[config.mk]
export PLATFORM = sky130hd
export DESIGN_NAME = rsc_ctrl
export DESIGN_NICKNAME = d
export VERILOG_FILES = /design/src/design/rsc_pkg.sv /design/src/design/rsc_ctrl.sv
export SDC_FILE = /design/constraint.sdc
export NUM_CORES = 1
export LEC_CHECK = 0
export BUFFER_PORTS_ARGS = -buffer_cell sky130_fd_sc_hd__buf_4
export CORE_MARGIN = 3
export CORE_UTILIZATION = 62
export DETAILED_ROUTE_END_ITERATION = 6
export PLACE_DENSITY = 0.95
export SETUP_SLACK_MARGIN = 0.1
export SLEW_MARGIN = 30
export SYNTH_ARGS = -nofsm -noshare
export SYNTH_HDL_FRONTEND = slang
export SYNTH_SLANG_ARGS = --single-unit
[constraint.sdc]
create_clock -name clk_i -period 5.3 [get_ports clk_i]
set_clock_uncertainty 0.1 [all_clocks]
set_input_delay 0.265 -clock clk_i [delete_from_list [all_inputs] [get_ports clk_i]]
set_output_delay 0.265 -clock clk_i [all_outputs]
set_load 0.1 [all_outputs]
[src/design/rsc_pkg.sv]
// shared types, codes and arithmetic helpers for the rpn stack calculator
`timescale 1ns / 1ps
package rsc_pkg;

  localparam int ValW = 48;
  localparam logic [ValW-1:0] ValMax = 48'h7FFF_FFFF_FFFF;
  localparam logic [ValW-1:0] ValMin = 48'h8000_0000_0000;

  typedef enum logic [3:0] {
    CMD_PUSH   = 4'd0,
    CMD_ADD    = 4'd1,
    CMD_SUB    = 4'd2,
    CMD_MUL    = 4'd3,
    CMD_DIV    = 4'd4,
    CMD_MOD    = 4'd5,
    CMD_SWAP   = 4'd6,
    CMD_DUP    = 4'd7,
    CMD_TOP    = 4'd8,
    CMD_CLEAR  = 4'd9,
    CMD_ASSIGN = 4'd10,
    CMD_PRINT  = 4'd11,
    CMD_LOAD   = 4'd12
  } cmd_e;

  typedef enum logic [1:0] {
    KIND_NONE  = 2'd0,
    KIND_PRINT = 2'd1,
    KIND_TOP   = 2'd2
  } kind_e;

  typedef enum logic [4:0] {
    OP_NONE, OP_START, OP_RD, OP_CAP, OP_PUSH, OP_ADD, OP_SUB, OP_MAGS,
    OP_MHH, OP_MLL, OP_MHL, OP_MLH, OP_MFIN, OP_DIVST, OP_DIVFIN, OP_MODST,
    OP_MODFIN, OP_ZDIV, OP_TOPRD, OP_TOPSHOW, OP_CLEAR, OP_ASSIGN, OP_PRINT,
    OP_LOAD, OP_INVALID, OP_FINISH
  } dp_op_e;

  typedef enum logic {DST_A, DST_B} dst_e;

  typedef enum logic [1:0] {SRC_OPND, SRC_A, SRC_B, SRC_RES} src_e;

  typedef enum logic [4:0] {
    S_IDLE, S_DISP, S_RD1, S_CAP1, S_CHK, S_RD2, S_CAP2, S_ADD, S_SUB,
    S_MAGS, S_MHH, S_MLL, S_MHL, S_MLH, S_MFIN, S_DIVST, S_MODST, S_DWAIT,
    S_DFIN, S_PUSHR, S_PUSH1, S_PUSH2, S_TOPSHOW, S_ASSIGN, S_PRINT, S_FIN
  } ctrl_state_e;

  typedef struct packed {
    dp_op_e op;
    dst_e   dst;
    src_e   src;
  } dp_cmd_t;

  typedef struct packed {
    logic b_zero;
    logic bi_zero;
    logic div_busy;
    logic prev_ok;
    logic vi_ok;
    logic out_block;
  } dp_stat_t;

  function automatic logic [ValW-1:0] mag48(input logic [ValW-1:0] v);
    mag48 = v[ValW-1] ? (~v + 48'd1) : v;
  endfunction

  // truncate toward zero to an integer
  function automatic logic [31:0] to_int(input logic [ValW-1:0] v);
    logic [ValW-1:0] m;
    logic [31:0] h;
    m = mag48(v);
    h = m[47:16];
    to_int = v[ValW-1] ? (~h + 32'd1) : h;
  endfunction

  // {sat, value}: apply sign to a magnitude with clipping
  function automatic logic [ValW:0] sign_sat(input logic [63:0] q, input logic neg);
    if (!neg) begin
      if (q > {16'd0, ValMax}) sign_sat = {1'b1, ValMax};
      else sign_sat = {1'b0, q[47:0]};
    end else begin
      if (q > {16'd0, ValMin}) sign_sat = {1'b1, ValMin};
      else sign_sat = {1'b0, ~q[47:0] + 48'd1};
    end
  endfunction

endpackage

[src/design/rsc_ctrl.sv]
// command sequencer: steps the datapath through one command
`timescale 1ns / 1ps
module rsc_ctrl (
  input  logic              clk_i,
  input  logic              rst_ni,
  input  logic              in_valid_i,
  output logic              in_ready_o,
  input  logic [3:0]        req_type_i,
  input  rsc_pkg::dp_stat_t stat_i,
  output rsc_pkg::dp_cmd_t  cmd_o
);
  import rsc_pkg::*;

  ctrl_state_e state_q, state_d;
  logic [3:0]  cmd_q, cmd_d;

  always_ff @(posedge clk_i or negedge rst_ni) begin
    if (!rst_ni) begin
      state_q <= S_IDLE;
      cmd_q <= '0;
    end else begin
      state_q <= state_d;
      cmd_q <= cmd_d;
    end
  end

  always_comb begin
    state_d = state_q;
    cmd_d = cmd_q;
    cmd_o = '{op: OP_NONE, dst: DST_A, src: SRC_OPND};
    in_ready_o = 1'b0;
    case (state_q)
      S_IDLE: begin
        in_ready_o = 1'b1;
        if (in_valid_i) begin
          cmd_o.op = OP_START;
          cmd_d = req_type_i;
          state_d = S_DISP;
        end
      end
      S_DISP: begin
        case (cmd_q)
          CMD_PUSH: begin
            cmd_o.op = OP_PUSH;
            cmd_o.src = SRC_OPND;
            state_d = S_FIN;
          end
          CMD_ADD, CMD_SUB, CMD_MUL, CMD_DIV, CMD_MOD, CMD_SWAP, CMD_DUP,
          CMD_ASSIGN, CMD_PRINT: state_d = S_RD1;
          CMD_TOP: begin
            cmd_o.op = OP_TOPRD;
            state_d = S_TOPSHOW;
          end
          CMD_CLEAR: begin
            cmd_o.op = OP_CLEAR;
            state_d = S_FIN;
          end
          CMD_LOAD: begin
            cmd_o.op = stat_i.vi_ok ? OP_LOAD : OP_INVALID;
            state_d = S_FIN;
          end
          default: begin
            cmd_o.op = OP_INVALID;
            state_d = S_FIN;
          end
        endcase
      end
      S_RD1: begin
        cmd_o.op = OP_RD;
        state_d = S_CAP1;
      end
      S_CAP1: begin
        cmd_o.op = OP_CAP;
        case (cmd_q)
          CMD_ADD, CMD_SUB, CMD_MUL: begin
            cmd_o.dst = DST_B;
            state_d = S_RD2;
          end
          CMD_DIV, CMD_MOD: begin
            cmd_o.dst = DST_B;
            state_d = S_CHK;
          end
          CMD_SWAP: state_d = S_RD2;
          CMD_DUP: state_d = S_PUSH1;
          CMD_PRINT: state_d = S_PRINT;
          default: state_d = S_CHK;
        endcase
      end
      S_CHK: begin
        case (cmd_q)
          CMD_DIV: begin
            if (stat_i.b_zero) begin
              cmd_o.op = OP_ZDIV;
              state_d = S_FIN;
            end else state_d = S_RD2;
          end
          CMD_MOD: begin
            if (stat_i.bi_zero) begin
              cmd_o.op = OP_ZDIV;
              state_d = S_FIN;
            end else state_d = S_RD2;
          end
          default: state_d = stat_i.prev_ok ? S_RD2 : S_FIN;
        endcase
      end
      S_RD2: begin
        cmd_o.op = OP_RD;
        state_d = S_CAP2;
      end
      S_CAP2: begin
        cmd_o.op = OP_CAP;
        cmd_o.dst = (cmd_q == CMD_SWAP) ? DST_B : DST_A;
        case (cmd_q)
          CMD_ADD: state_d = S_ADD;
          CMD_SUB: state_d = S_SUB;
          CMD_MUL, CMD_DIV: state_d = S_MAGS;
          CMD_MOD: state_d = S_MODST;
          CMD_SWAP: state_d = S_PUSH1;
          default: state_d = S_ASSIGN;
        endcase
      end
      S_ADD: begin
        cmd_o.op = OP_ADD;
        state_d = S_PUSHR;
      end
      S_SUB: begin
        cmd_o.op = OP_SUB;
        state_d = S_PUSHR;
      end
      S_MAGS: begin
        cmd_o.op = OP_MAGS;
        state_d = (cmd_q == CMD_MUL) ? S_MHH : S_DIVST;
      end
      S_MHH: begin
        cmd_o.op = OP_MHH;
        state_d = S_MLL;
      end
      S_MLL: begin
        cmd_o.op = OP_MLL;
        state_d = S_MHL;
      end
      S_MHL: begin
        cmd_o.op = OP_MHL;
        state_d = S_MLH;
      end
      S_MLH: begin
        cmd_o.op = OP_MLH;
        state_d = S_MFIN;
      end
      S_MFIN: begin
        cmd_o.op = OP_MFIN;
        state_d = S_PUSHR;
      end
      S_DIVST: begin
        cmd_o.op = OP_DIVST;
        state_d = S_DWAIT;
      end
      S_MODST: begin
        cmd_o.op = OP_MODST;
        state_d = S_DWAIT;
      end
      S_DWAIT: begin
        if (!stat_i.div_busy) state_d = S_DFIN;
      end
      S_DFIN: begin
        cmd_o.op = (cmd_q == CMD_MOD) ? OP_MODFIN : OP_DIVFIN;
        state_d = S_PUSHR;
      end
      S_PUSHR: begin
        cmd_o.op = OP_PUSH;
        cmd_o.src = SRC_RES;
        state_d = S_FIN;
      end
      S_PUSH1: begin
        cmd_o.op = OP_PUSH;
        cmd_o.src = SRC_A;
        state_d = S_PUSH2;
      end
      S_PUSH2: begin
        cmd_o.op = OP_PUSH;
        cmd_o.src = (cmd_q == CMD_SWAP) ? SRC_B : SRC_A;
        state_d = S_FIN;
      end
      S_TOPSHOW: begin
        cmd_o.op = OP_TOPSHOW;
        state_d = S_FIN;
      end
      S_ASSIGN: begin
        cmd_o.op = OP_ASSIGN;
        state_d = S_FIN;
      end
      S_PRINT: begin
        cmd_o.op = OP_PRINT;
        state_d = S_FIN;
      end
      S_FIN: begin
        if (!stat_i.out_block) begin
          cmd_o.op = OP_FINISH;
          state_d = S_IDLE;
        end
      end
      default: state_d = S_IDLE;
    endcase
  end
endmodule

* After elaboration in Yosys (flattened, before gate mapping) *
Cells that the tools add are included.

storage, ports and cells
  register bits = 9
  latch bits = 0
  bits in writable memories = 0
  bits in read-only memories = 0
  input bits = 13
  output and inout bits = 9
  word-level logic and storage cells = 83
  memories = 0

cells by class
  $add $sub $neg = 0
  multiply operators = 0
  div/mod/pow operators = 0
  $lt $le $gt $ge = 0
  equal/unequal tests = 40
  shift operators = 0
  multiplexer cells = 27
  bitwise operators = 0
  reductions and logical operators = 14

operator list
  cell                  number
  $pmux W5 S21          1
  $pmux W5 S18          1
  $eq A5 B5 Y1 const B  10
  $mux W5               10
  $pmux W5 S5           2
  $eq A5 B4 Y1 const B  8
  $pmux W5 S2           3
  $eq A4 B4 Y1 const B  5
  $eq A5 B3 Y1 const B  4
  $eq A4 B3 Y1 const B  4
  $pmux W5 S3           1
  $eq A5 B2 Y1 const B  2
  $reduce_or A5 Y1      2
  $reduce_or A9 Y1      1
  $eq A4 B2 Y1 const B  2
  $reduce_or A2 Y1      4
  $reduce_or A4 Y1      2
  $ne A2 B2 Y1 const B  3
  $pmux W2 S3           1
  $eq A5 B1 Y1 const B  1
  $logic_not A5 Y1      1
  $eq A4 B1 Y1 const B  1
  $logic_not A4 Y1      1
  $mux W1               4
  7 further kinds       7

* Logic depth before layout (Yosys ltp) *
Gate-level depths: netlist of the first run.

  depth after elaboration = 4
  depth in mapped cells = 7

* Worst setup path after synthesis of the first run *
No wires, ideal clock.

  path kind = register -> output
  start = reg cmd_q[0]
  end = out cmd_o[5] (netlist name)
  arrival time = 3.206 ns
  slack = 1.729 ns
  cell stages (with the launch flop) = 5
  path buffers = 2
  cells stage by stage = dfrtp_1 > buf_2 > clkbuf_1 > o22a_1 > o31ai_1

RTL lines
  element                   RTL line        text
  start: declaration        rsc_ctrl.sv:15  logic [3:0] cmd_q, cmd_d;
  start signal: assignment  rsc_ctrl.sv:23  cmd_q <= cmd_d;
  end: declaration          rsc_ctrl.sv:10  output rsc_pkg::dp_cmd_t cmd_o

==> metrics.yaml, run 1 <==
status: "complete, no violations"
layout-drive-gt1-share: 0.202
grt_usage: 0.308
setup_viol: 0
min_path_type: "in -> reg"
antenna_left: 0
critPathRequiredTime_ns: 4.93
start_util: 0.660
clockBufferDepth: 2
clock_sinks: 9
ctsResizeCount: 0
tns_ns: 0
drc_errors: 0
rsz0062_at_grt: "no"
die-area_sq_um: 3020
diodes: 0
vias: 1673
io_buffer_count: 21
wl_met2_microns: 1880
ioPinCount: 22
met3WireLength_microns: 542
fmax_mhz: 340
drt_wl_total_microns: 4280
maxCapViolCount: 0
syn_area_sq_um: 1490
ys_ff_latch: 9
drv_slew: 0
cts_tree: "done"
grt-ovfl-total: 0
postCtsSetupRepairBufs: 0
grt_pass1_wl_microns: 6820
synth_cell_types: 67
drtIter0Drc: 134
die_w_microns: 55.0
fp-row-count: 17
fin_crit_ns: 2.94
areaGrowthSynthToFinish_pct: 7.06
antenna_found_initial: 0
critical-path-slowest-cell: "dfrtp_1"
grt_max_degree: 29
hold_violations: 0
tightest_slew_ns: 0.922
grt_pass1_vias: 1397
max-slew-margin-rel: 0.385
num-nets-final: 227
ys_seq_area_frac: 0.151
syn_nets: 219
die_h_microns: 55.0
netlist.area_leader.share: 0.151
crit_type: "reg -> out"
core_sq_um: 2250
crit_fanout: 28
synthCells: 206
post-route-period-util: 0.554
fillers: 191
synthArstFlopShare: 1.00
syn_area_per_cell_sq_um: 7.22
cts_made_buffers: 3
dr.max_layer_used: "met4"
startpoint_type: "register"
crit_arrival_ns: 2.57
clk_latency_ns: 0.26
endpoint_kind: "output port"
crit_family: "flip-flops"
reg2reg_slack_ns: 2.87
cpPeakStageDelay_ns: 0.95
synthTopCellsByArea: "dfrtp_1, a21oi_1, nor2_1, nand2_1, o21ai_0"
path_cells: "inv_1, or4_1, o21ai_0, a221o_1, buf_4"
yosys_warnings: 0
place.gp.congestion: 0.968
dr.pass1.iters: 5
critical_path_buf_inv_count: 2
synth_edf_count: 0
ctsHtreeMaxLevel: 1
root_buffer: "clkbuf_4"
dp_hpwl_microns: 3060
yosysTopAreaCell: "dfrtp_1"
viasPerCell: 6.94
m1WireLength_microns: 1790
synth_flop_cell: "dfrtp_1"
cts.clk_slew.worst_paths_ns: 0.06
wire_per_inst_microns: 17.8
-- routing by layer --
layer | GRT usage | vias up
met5 | 0 | -
met1 | 0.455 | 745
li1 | - | 780
met4 | 0.0567 | 0
met3 | 0.0697 | 15
met2 | 0.459 | 133
-- cell families after synthesis --
group                  share of synthesized area
AO/OA/AOI/OAI                              0.354
AND/OR/NAND/NOR                            0.311
flip-flops                                 0.151
multiplexers                              0.0799
buffers and inverters                      0.103
-- cells in the final DEF (no fill, tap or decap), types with 2 or more instances in the layout --
| cell | instances |
|---|---|
| a211oi_1 | 2 |
| mux2i_1 | 4 |
| clkbuf_4 | 3 |
| o41ai_1 | 2 |
| a31oi_1 | 6 |
| o221ai_1 | 3 |
| and3b_1 | 2 |
| inv_1 | 7 |
| o211ai_1 | 3 |
| nand3_1 | 5 |
| nand2_1 | 17 |
| nor3b_1 | 2 |
| nand2b_1 | 5 |
| o22ai_1 | 4 |
| dfrtp_1 | 9 |
| o21ai_1 | 3 |
| buf_4 | 21 |
| a21oi_1 | 18 |
| a21boi_0 | 2 |
| mux2_2 | 5 |
| nor2_1 | 21 |
| and2_1 | 2 |
| o21ai_0 | 12 |
| or3_1 | 2 |
| nor3_1 | 5 |
| o31ai_1 | 4 |
| nor2b_1 | 5 |
-- what timing repair did --
item                                    in CTS  in global routing
hold buffers                                 1                  0
hold endpoints to repair                     9                  0
endpoints found under the setup margin       0                  0
-- flip-flops by register name, indices dropped and copies added, names as in the netlist --
register / count
cmd_q: 4
state_q: 5
-- worst paths after layout --
kind	start	end	cells past startpoint
worst max-delay path	state_q[4]$_DFFE_PN0P_	cmd_o[6]	5
worst min-delay path	req_type_i[3]	cmd_q[3]$_DFFE_PN0P_	2
worst max register to register	state_q[3]$_DFFE_PN0P_	state_q[2]$_DFFE_PN0P_	5
worst min register to register	cmd_q[1]$_DFFE_PN0P_	state_q[3]$_DFFE_PN0P_	1
max in group asynchronous	rst_ni	state_q[3]$_DFFE_PN0P_	2
min in group asynchronous	rst_ni	cmd_q[1]$_DFFE_PN0P_	2
-- final cells by class --
cell class	instances	area, sq um	area share
well taps	28	35.0	0.0220
multi-input cells	170	1110	0.696
flip-flops and latches	9	225	0.141
repair buffers	22	168	0.105
inverters	8	30.0	0.0189
clock buffers	4	26.3	0.0165
-- Yosys cell counts, types with 3 or more instances --
cell and instances:
a21oi_1 18, a31oi_1 6, buf_2 9, buf_6 5
clkbuf_1 3, dfrtp_1 9, inv_1 7, mux2_2 5
mux2i_1 4, nand2_1 17, nand2b_1 5, nand3_1 5
nor2_1 21, nor2b_1 5, nor3_1 5, o211ai_1 3
o21ai_0 12, o21ai_1 3, o221ai_1 3, o22ai_1 4
o31ai_1 4
-- per-stage QoR --
stage                     cells  utilization  area (sq um)  setup slack, ns  hold WS (ns)
final                       241        0.706          1590             2.36         0.136
after global routing        241        0.706          1590             2.23         0.132
after CTS                   241        0.706          1590             2.42         0.133
after detailed placement    236        0.690          1560             2.71      -0.00862
after global placement      236        0.690          1560             2.73      -0.00993
after floorplan             206            -          1490             1.73        -0.131
Power of run 1 is left out: the tool's default activity adds up to more than one toggle a clock period on the data nets, which glitch-free logic cannot reach.
==> run 2, diff against run 1 <==
--- a/config.mk
+++ b/config.mk
@@ -7,9 +7,9 @@
 export LEC_CHECK = 0
 export BUFFER_PORTS_ARGS = -buffer_cell sky130_fd_sc_hd__buf_4
 export CORE_MARGIN = 3
-export CORE_UTILIZATION = 62
+export CORE_UTILIZATION = 58
 export DETAILED_ROUTE_END_ITERATION = 6
-export PLACE_DENSITY = 0.95
+export PLACE_DENSITY = 0.92
 export SETUP_SLACK_MARGIN = 0.1
 export SLEW_MARGIN = 30
 export SYNTH_ARGS = -nofsm -noshare
==> constraint.sdc (replaced) <==
create_clock -name clk_i -period 2.72 [get_ports clk_i]
set_clock_uncertainty 0.1 [all_clocks]
set_input_delay 0.136 -clock clk_i [delete_from_list [all_inputs] [get_ports clk_i]]
set_output_delay 0.136 -clock clk_i [all_outputs]
set_load 0.1 [all_outputs]
==> run 2 against run 1 <==
- utilization up 4.9 points
- setup slack worse by 2.2 ns
- die area up 6.1%
- final cell count up 6.6%
- cell area up 9.9%
- first-iteration DRC count up 16%
- register-to-register slack worse by 2.3 ns
- sequential share of layout area down 1.1 points
- non-clock buffer count up 16
- hold slack better by 0.011 ns
- routed wire length up 10%
- clock-buffer cell count unchanged
==> metrics.yaml, run 2 (same netlist as run 1, synthesis figures left out) <==
crit_type: "reg -> out"
layout-drive-gt1-share: 0.271  # +0.0689
cts_made_buffers: 3  # unchanged
ioPinCount: 22  # unchanged
antenna_found_initial: 0  # unchanged
tightest_slew_ns: 0.560  # -0.362 ns
grt_usage: 0.297  # -0.0111
areaGrowthSynthToFinish_pct: 17.7
path_cells: "nand3_1, mux2_2, o221ai_1, o31ai_2, buf_4"
setup_viol: 0  # unchanged
placed_cell_area_sq_um: 1660  # +6.5%
antenna_left: 0  # unchanged
crit_arrival_ns: 2.28  # -0.29 ns
core_sq_um: 2320  # +2.8%
utilization: 0.755  # +0.0486
grt_max_degree: 21  # -28%
die_w_microns: 56.6  # +3.0%
post-route-period-util: 0.923
crit_fanout: 17  # -39%
drtIter0Drc: 156  # +16%
hold_violations: 0  # unchanged
wire_per_inst_microns: 18.4  # +3.6%
critical-path-slowest-cell: "dfrtp_1"
drc_errors: 0  # unchanged
critical_path_buf_inv_count: 1  # -1
layout_common_cells: "buf_4, nor2_1, a21oi_1"
cpPeakStageDelay_ns: 0.68  # -0.27 ns
endpoint_kind: "output port"
grt_pass1_vias: 1595  # +14%
fin_crit_ns: 2.51
rsz0062_at_grt: "no"
grt-ovfl-total: 0  # unchanged
diodes: 0  # unchanged
largest_reg_flops: 5  # unchanged
drv_slew: 0  # unchanged
clockBufferDepth: 2  # unchanged
startpoint_type: "register"
layout_commonest_cell: "buf_4"
viasPerCell: 7.00  # +0.84%
top_register: "state_q"
clk_latency_ns: 0.27  # about the same
cts_tree: "done"
cts.clk_slew.worst_paths_ns: 0.06  # about the same
fmax_mhz: 398
vias: 1799  # +7.5%
maxCapViolCount: 0  # unchanged
io_buffer_count: 21  # unchanged
ctsHtreeMaxLevel: 1  # unchanged
start_util: 0.642  # -0.0182
drt_wl_total_microns: 4730  # +10%
num-nets-final: 243  # +7.0%
status: "complete, no violations"
place.gp.congestion: 1.01  # +4.8%
die-area_sq_um: 3210  # +6.1%
tns_ns: 0  # unchanged
max-slew-margin-rel: 0.621  # +0.236
final_cell_area_sq_um: 1750  # +9.9%
crit_family: "flip-flops"
reg.largest.list: "state_q: 5 flops, cmd_q: 4 flops"
grt_pass1_wl_microns: 7490  # +9.7%
fp-row-count: 17  # unchanged
min_path_type: "in -> async"
dp_hpwl_microns: 3350  # +9.2%
clock_sinks: 9  # unchanged
die_h_microns: 56.6  # +3.0%
critPathRequiredTime_ns: 2.48  # -2.45 ns
stdcell_count: 257  # +6.6%
root_buffer: "clkbuf_4"
dr.pass1.iters: 5  # unchanged
place_inst: 247  # +4.7%
## run 2: worst register-to-register path: stages (launching register included)
cell,delay [ns]
dfrtp_1,0.58
or2_1,0.42
a21boi_0,0.29
o22ai_1,0.13
a211oi_1,0.29
o211ai_1,0.18
## run 2: stage by stage
step / hold WS [ns] / worst slack [ns]
2_1_floorplan: -0.260 / 0.144
3_3_place_gp: -0.140 / 0.488
3_5_place_dp: -0.137 / 0.414
4_1_cts: 0.116 / 0.121
5_1_grt: 0.151 / 0.107
6_report: 0.147 / 0.209
## run 2: worst paths after layout
kind | from | to | slack [ns] | cells after the start
setup / recovery | state_q[1]$_DFFE_PN0P_ | cmd_o[5] | 0.21 | 5
hold / removal | rst_ni | state_q[4]$_DFFE_PN0P_ | 0.15 | 2
setup reg to reg | state_q[1]$_DFFE_PN0P_ | state_q[3]$_DFFE_PN0P_ | 0.58 | 5
hold reg to reg | cmd_q[0]$_DFFE_PN0P_ | state_q[2]$_DFFE_PN0P_ | 0.57 | 1
max in group asynchronous | rst_ni | state_q[3]$_DFFE_PN0P_ | 2.22 | 2
min in group clk_i | stat_i[2] | state_q[2]$_DFFE_PN0P_ | 0.21 | 5
## run 2: layout make-up
| cell class | instances | area, sq um |
|---|---|---|
| Timing Repair Buffer | 38 | 302 |
| Fill cell | 175 | 568 |
| Sequential cell | 9 | 228 |
| Tap cell | 28 | 35.0 |
| Inverter | 8 | 30.0 |
| Clock buffer | 4 | 26.3 |
| Multi-Input combinational cell | 170 | 1130 |
## run 2: layer usage
| layer | share of wire | track usage |
|---|---|---|
| met1 | 0.38 | 0.378 |
| met2 | 0.46 | 0.483 |
| met3 | 0.13 | 0.0851 |
| met4 | 0.023 | 0.0881 |
| met5 | 0 | 0 |
## run 2: repair_timing
| action | CTS | global route |
|---|---|---|
| gates resized for setup | 0 | 4 |
| endpoints found under the hold margin | 13 | 0 |
| hold buffers | 5 | 0 |
| setup buffers | 0 | 1 |
| endpoints found under the setup margin | 0 | 3 |
Power of run 2 is left out for the same reason.
